$ cat config.mk
export PLATFORM = sky130hd
export DESIGN_NAME = dct7_ctrl
export DESIGN_NICKNAME = d
export VERILOG_FILES = /design/src/rtl/dct7_pkg.sv /design/src/rtl/dct7_ctrl.sv
export SDC_FILE = /design/constraint.sdc
export NUM_CORES = 1
export LEC_CHECK = 0
export ABC_AREA = 1
export ABC_CLOCK_PERIOD_IN_PS = 1130
export BUFFER_PORTS_ARGS = -buffer_cell sky130_fd_sc_hd__buf_2
export CAP_MARGIN = 20
export CORE_AREA = 2 2 39 41
export DETAILED_ROUTE_END_ITERATION = 8
export DIE_AREA = 0 0 41 43
export HOLD_SLACK_MARGIN = 0.02
export PLACE_DENSITY_LB_ADDON = 0.2
export SKIP_LAST_GASP = 1
export SYNTH_ARGS = -nofsm -noshare
export SYNTH_HDL_FRONTEND = slang
export SYNTH_SLANG_ARGS = --single-unit
$ cat constraint.sdc
create_clock -name clk -period 1.13 [get_ports clk]
set_input_delay 0.113 -clock clk [delete_from_list [all_inputs] [get_ports clk]]
set_output_delay 0.113 -clock clk [all_outputs]
set_load 0.01 [all_outputs]
$ cat src/rtl/dct7_pkg.sv
// shared types for the dominant color top-k histogram block
`default_nettype none
package dct7_pkg;

	typedef enum logic [2:0] {
		ST_CLEAR,
		ST_COLLECT,
		ST_WAIT,
		ST_SCAN,
		ST_FINISH,
		ST_RESULT
	} state_t;

	typedef struct packed {
		logic hist_en;
		logic cnt_zero;
		logic cnt_one;
		logic cnt_inc;
		logic clr_wr;
		logic scan_rd;
		logic best_clr;
		logic slot_clr;
		logic emit;
	} cmd_t;

	typedef struct packed {
		logic cnt_last;
		logic slot_last;
		logic out_free;
	} status_t;

endpackage
`default_nettype wire

$ cat src/rtl/dct7_ctrl.sv
// controller state machine: clear sweep, pixel collection, ranking scan
`default_nettype none
module dct7_ctrl (
	input  wire              clk,
	input  wire              arst_n,
	input  wire              in_valid,
	input  wire              final_pixel,
	output logic             in_stall,
	input  dct7_pkg::status_t sts,
	output dct7_pkg::cmd_t    cmd
);

	dct7_pkg::state_t state_q, state_d;
	logic accept;

	assign in_stall = (state_q != dct7_pkg::ST_COLLECT);
	assign accept   = in_valid && !in_stall;

	always_ff @(posedge clk or negedge arst_n) begin
		if (!arst_n) begin
			state_q <= dct7_pkg::ST_CLEAR;
		end else begin
			state_q <= state_d;
		end
	end

	always_comb begin
		state_d = state_q;
		unique case (state_q)
			dct7_pkg::ST_CLEAR: begin
				if (sts.cnt_last) state_d = dct7_pkg::ST_COLLECT;
			end
			dct7_pkg::ST_COLLECT: begin
				if (accept && final_pixel) state_d = dct7_pkg::ST_WAIT;
			end
			dct7_pkg::ST_WAIT: begin
				state_d = dct7_pkg::ST_SCAN;
			end
			dct7_pkg::ST_SCAN: begin
				if (sts.cnt_last) state_d = dct7_pkg::ST_FINISH;
			end
			dct7_pkg::ST_FINISH: begin
				state_d = dct7_pkg::ST_RESULT;
			end
			dct7_pkg::ST_RESULT: begin
				if (sts.out_free) begin
					state_d = sts.slot_last ? dct7_pkg::ST_CLEAR : dct7_pkg::ST_SCAN;
				end
			end
			default: begin
				state_d = dct7_pkg::ST_CLEAR;
			end
		endcase
	end

	always_comb begin
		cmd = '0;
		unique case (state_q)
			dct7_pkg::ST_CLEAR: begin
				cmd.clr_wr  = 1'b1;
				cmd.cnt_inc = 1'b1;
			end
			dct7_pkg::ST_COLLECT: begin
				cmd.hist_en = accept;
			end
			dct7_pkg::ST_WAIT: begin
				cmd.cnt_one  = 1'b1;
				cmd.best_clr = 1'b1;
				cmd.slot_clr = 1'b1;
			end
			dct7_pkg::ST_SCAN: begin
				cmd.scan_rd = 1'b1;
				cmd.cnt_inc = 1'b1;
			end
			dct7_pkg::ST_FINISH: begin
				cmd = '0;
			end
			dct7_pkg::ST_RESULT: begin
				if (sts.out_free) begin
					cmd.emit     = 1'b1;
					cmd.best_clr = 1'b1;
					cmd.cnt_zero = sts.slot_last;
					cmd.cnt_one  = !sts.slot_last;
				end
			end
			default: begin
				cmd = '0;
			end
		endcase
	end

endmodule
`default_nettype wire

After elaboration in Yosys (flattened, before gate mapping)
Index checks and enable logic that the tools add are counted.

Flip-flop bits (word level): 3. Input port bits: 7. Output and inout port bits: 10. Word-level logic and storage cells: 35.

Equal/unequal tests: 10. Multiplexer cells: 17. Reduce and logical (&&, ||, !) cells: 7.

Operators by type and width (count): 3-bit one-hot mux with 6 select lines (1); 3-bit two-way mux (4); 1-bit two-way mux (8); 2-bit inequality test (second input constant) (4); 3-bit by 2-bit == test with 1-bit output (second input constant) (2); 3-bit == test (second input constant) (2); 2-bit two-way mux (2); 1-bit one-hot mux with 2 select lines (2); 4-bit AND reduction (1); 3-bit by 1-bit == test with 1-bit output (second input constant) (1); 3-bit zero test (1); 3-bit by 1-bit inequality test with 1-bit output (second input constant) (1); 1-bit logical AND (2); 1-bit zero test (2); 2-bit OR reduction (1).

Logic depth before layout (Yosys ltp)
Depth after elaboration: 6. Mapped depth: 7. Mapped depth without buffers: 7.

Least setup slack after synthesis
OpenSTA, ideal clock, no wires.

Path type: reg2reg. Start point: register state_q[0]. End point: register state_q[0]. Setup time: 0.117 ns. Data arrival time: 0.919 ns. Required time: 1.013 ns. Path slack: 0.094 ns. Cell stages (with the launch flop): 7. Path buffers: 0. Period minus slack after synthesis: 1.036 ns. Cell sequence: dfrtp_1 -> nor2_1 -> nand2_1 -> nand2_2 -> nand2_4 -> nand3_1 -> nand2_1.

Cells in the longest elaborated chain, start to end: 6. Elaborated cells on any way between the ends: 16. Those cells by class: eq/ne: 10; mux: 1; reduce/logical: 5.

RTL lines: start, declared (line dct7_ctrl.sv:13) `dct7_pkg::state_t state_q, state_d;`; start signal, assigned (line dct7_ctrl.sv:21) `state_q <= dct7_pkg::ST_CLEAR;`; start signal, assigned (line dct7_ctrl.sv:23) `state_q <= state_d;`; 3-bit by 1-bit inequality test with 1-bit output (line dct7_ctrl.sv:16) `assign in_stall = (state_q != dct7_pkg::ST_COLLECT);`; 1-bit zero test (line dct7_ctrl.sv:17) `assign accept = in_valid && !in_stall;`; 1-bit logical AND (line dct7_ctrl.sv:17); 1-bit logical AND (line dct7_ctrl.sv:34) `if (accept && final_pixel) state_d = dct7_pkg::ST_WAIT;`; 2-bit inequality test (no source line); 4-bit AND reduction (no source line).

Several ways; a longest one is shown, not always the timed one. A chain may end at the register's enable or synchronous reset.

==> results by group <==
Power and ir drop
  – VDD IR max: 1430 uV
  – Switching component of the power: 850 uW
  – Register share of total power: 13.5%
  – Sw frac: 46.0%
  – Combinational Power Share: 76.5%
  – Leakage power: 0.352 nW
  – Int Pwr: 1000 uW
  – Clock Power Share: 10.0%
  – P per Cell Area: 3090 mW/mm^2

Critical path
  – Crit. Startpoint: state_q[0]
  – Number of buffers and inverters on the critical path: 2
  – Worst r2r path cells: 8
  – CP max FO: 6
  – Most common cell on crit path: nand2_4
  – Worst path slowest cell: dfrtp_2
  – Critical Path Sink Type: primary output
  – Highest cell delay on the worst timing path: 0.46 ns
  – Startpoint types: register
  – Worst Path Arrival: 1.17 ns
  – Critical Path, Cell by Cell: buf_12 > nor2_4 > nand2_4 > nand2_4 > buf_6
  – Launch point of the worst reg-to-reg path: state_q[0]
  – CP delay by family, top: flip-flops
  – Critical Path RT: 1.02 ns
  – R2R Setup Slk: -0.12 ns
  – Worst R2R End: state_q[1]
  – CP Class: register to primary output

Drt
  – Routed Wire Length: 807 um
  – Drt wl/cell: 8.87 um
  – Drc violations: 0
  – Via count: 385
  – Final ANT Viol Nets: 0
  – First-pass DRT Iterations: 2
  – Number of vias per cell: 4.23
  – DR iter-0 viols: 4

Flow run
  – Max-Cap Viols: 0

Layout
  – Top reg by flops: state_q
  – Final #Nets: 83
  – Post-route design area: 598 sq um
  – Diode count: 0
  – Area Overhead vs Synth: 114%
  – Biggest regs: state_q x3
  – Most frequent cells in the layout: buf_2 (12), inv_2 (7), inv_1 (7), nand2_1 (7), buf_6 (7)
  – Post-route insts no fill: 91
  – Final core occ: 43.2%
  – Layout cells sized above 1: 66.7%
  – Largest register FFs: 3
  – Commonest non-fill, non-tap cell in the layout: buf_2

Clock network
  – Clock latency on the worst-skew pair: 0.23 ns
  – CTS tree: yes
  – Clk pin slew, worst setup/hold paths: 0.04 ns
  – Clock buffer depth: 2
  – Sink Count: 3
  – Number of buffers created by CTS: 3
  – Clock tree root driver cell: clkbuf_4
  – Htree depth: 1

Logic synthesis
  – Area share of the largest cell type after synthesis: 26.9%
  – Mapped Area: 279 sq um
  – Synthesis Warnings: 0
  – Post-synth top area cell: dfrtp_1
  – #FFs+latches synth: 3
  – Sequential-to-total area share from yosys stat: 26.9%
  – Syn nets: 54
  – Synth area leaders: dfrtp_1 (27%), inv_1 (16%), nand3_1 (14%), nand2_1 (12%), nor2_1 (5.4%)
  – Netlist cell types: 13
  – Count of mapped cells out of synthesis: 47
  – Mean Syn Cell Area: 5.94 sq um

GRT
  – Total gr overflow: 0
  – Top Usage Layer GRT: met2
  – Largest net degree at the start of global routing: 8
  – Vias in the first global route: 283
  – Met1 GRT Util: 11.9%
  – GR Util met2: 13.4%
  – First-pass GRT wire length: 1100 um
  – GRT Total Usage: 8.94%
  – Antenna violations before repair: 0
  – M3 GR Usage: 4.71%

Timing
  – Fmax: 0.778 GHz
  – Tmin final: 1.29 ns
  – Total negative setup slack: -1.26 ns
  – Final worst setup slack: -0.155 ns
  – RSZ-0062 raised after global routing: true
  – Final period util: 114%
  – Final setup violation count: 13
  – Hold violation count in the final report: 0
  – Fin. max-slew vios: 0
  – Layout Skew: 0.00440 ns
  – Slew HR: 86.1%
  – Hold slack: 0.198 ns
  – Worst Tran Pin Value: 0.206 ns

Placement
  – Area after DPL: 379 sq um
  – Final Wtd Congestion: 0.658
  – Dpl cells: 79
  – Detail Placement HPWL: 554 um
  – Port bufs: 16

Floorplan
  – Chip height: 43 um
  – CORE AREA: 0.00138 sq mm
  – Die width: 41 um
  – I/O pin cnt: 17
  – Starting Density: 20.2%
  – DIE AREA: 0.00176 sq mm
  – Num rows: 14

Status
  – Failing checks: negative setup slack
  – Status: finished with violations

Worst hold path
  – Hold Path Class: input port to asynchronous set/reset pin
[per-layer routing]
| layer | share of wire (%) | wire [um] |
|---|---|---|
| met5 | 0 | 0 |
| met4 | 0 | 0 |
| met3 | 9.4 | 76 |
| met2 | 46 | 372 |
| met1 | 44 | 358 |
[per-stage QoR]
step | power, mW | setup WS [ns]
after global placement | 1.01 | 0.000751
after floorplan | 0.754 | 0.0944
final | 1.85 | -0.155
after CTS | 1.48 | -0.130
after global routing | 2.03 | -0.225
after detailed placement | 1.01 | 0.000803
[power by group through the flow]
stage / Sequential, mW / Clock [mW] / Combinational, mW
after floorplan: 0.219 / 0 / 0.534
after global placement: 0.241 / 0 / 0.766
after detailed placement: 0.239 / 0 / 0.767
after CTS: 0.247 / 0.196 / 1.03
after global routing: 0.253 / 0.211 / 1.57
final: 0.249 / 0.185 / 1.42
[synthesized netlist by cell type]
master,instances
inv_1,12
nand2_1,9
nand3_1,8
nor2_1,4
dfrtp_1,3
inv_2,2
nand2_2,2
nor2_2,2
nand2_4,1
nand3_2,1
nand4_1,1
o21ai_0,1
o21ai_1,1
[how the worst max path moves through the flow]
stage | endpoint | cells past startpoint | slack [ns]
2_1_floorplan | state_q[0] | 6 | 0.09
3_3_place_gp | cmd[6] | 5 | 0.0008
3_5_place_dp | cmd[6] | 6 | 0.0008
4_1_cts | cmd[6] | 6 | -0.13
5_1_grt | cmd[8] | 4 | -0.23
6_report | cmd[5] | 5 | -0.16
[final cells by class]
class                           count  area [sq um]
Clock buffer                        4          26.3
Timing Repair Buffer               24           191
Tap cell                           16          20.0
Inverter                           14          52.6
Sequential cell                     3          76.3
Multi-Input combinational cell     30           231
Fill cell                         140           786
[kinds of logic after synthesis]
group           Yosys count  share of synthesized area [%]
compound gates            2                           3.58
buf+inv                  14                           18.8
flops                     3                           26.9
simple gates             28                           50.7
[timing repair]
action	4_1_cts	5_1_grt
hold buffers	1	0
pin swaps	2	2
endpoints found under the setup margin	9	13
setup buffers	5	2
gates cloned	0	0
hold endpoints to repair	3	0
gates resized for setup	12	18
Note: power is estimated with default switching activity, not from simulation.
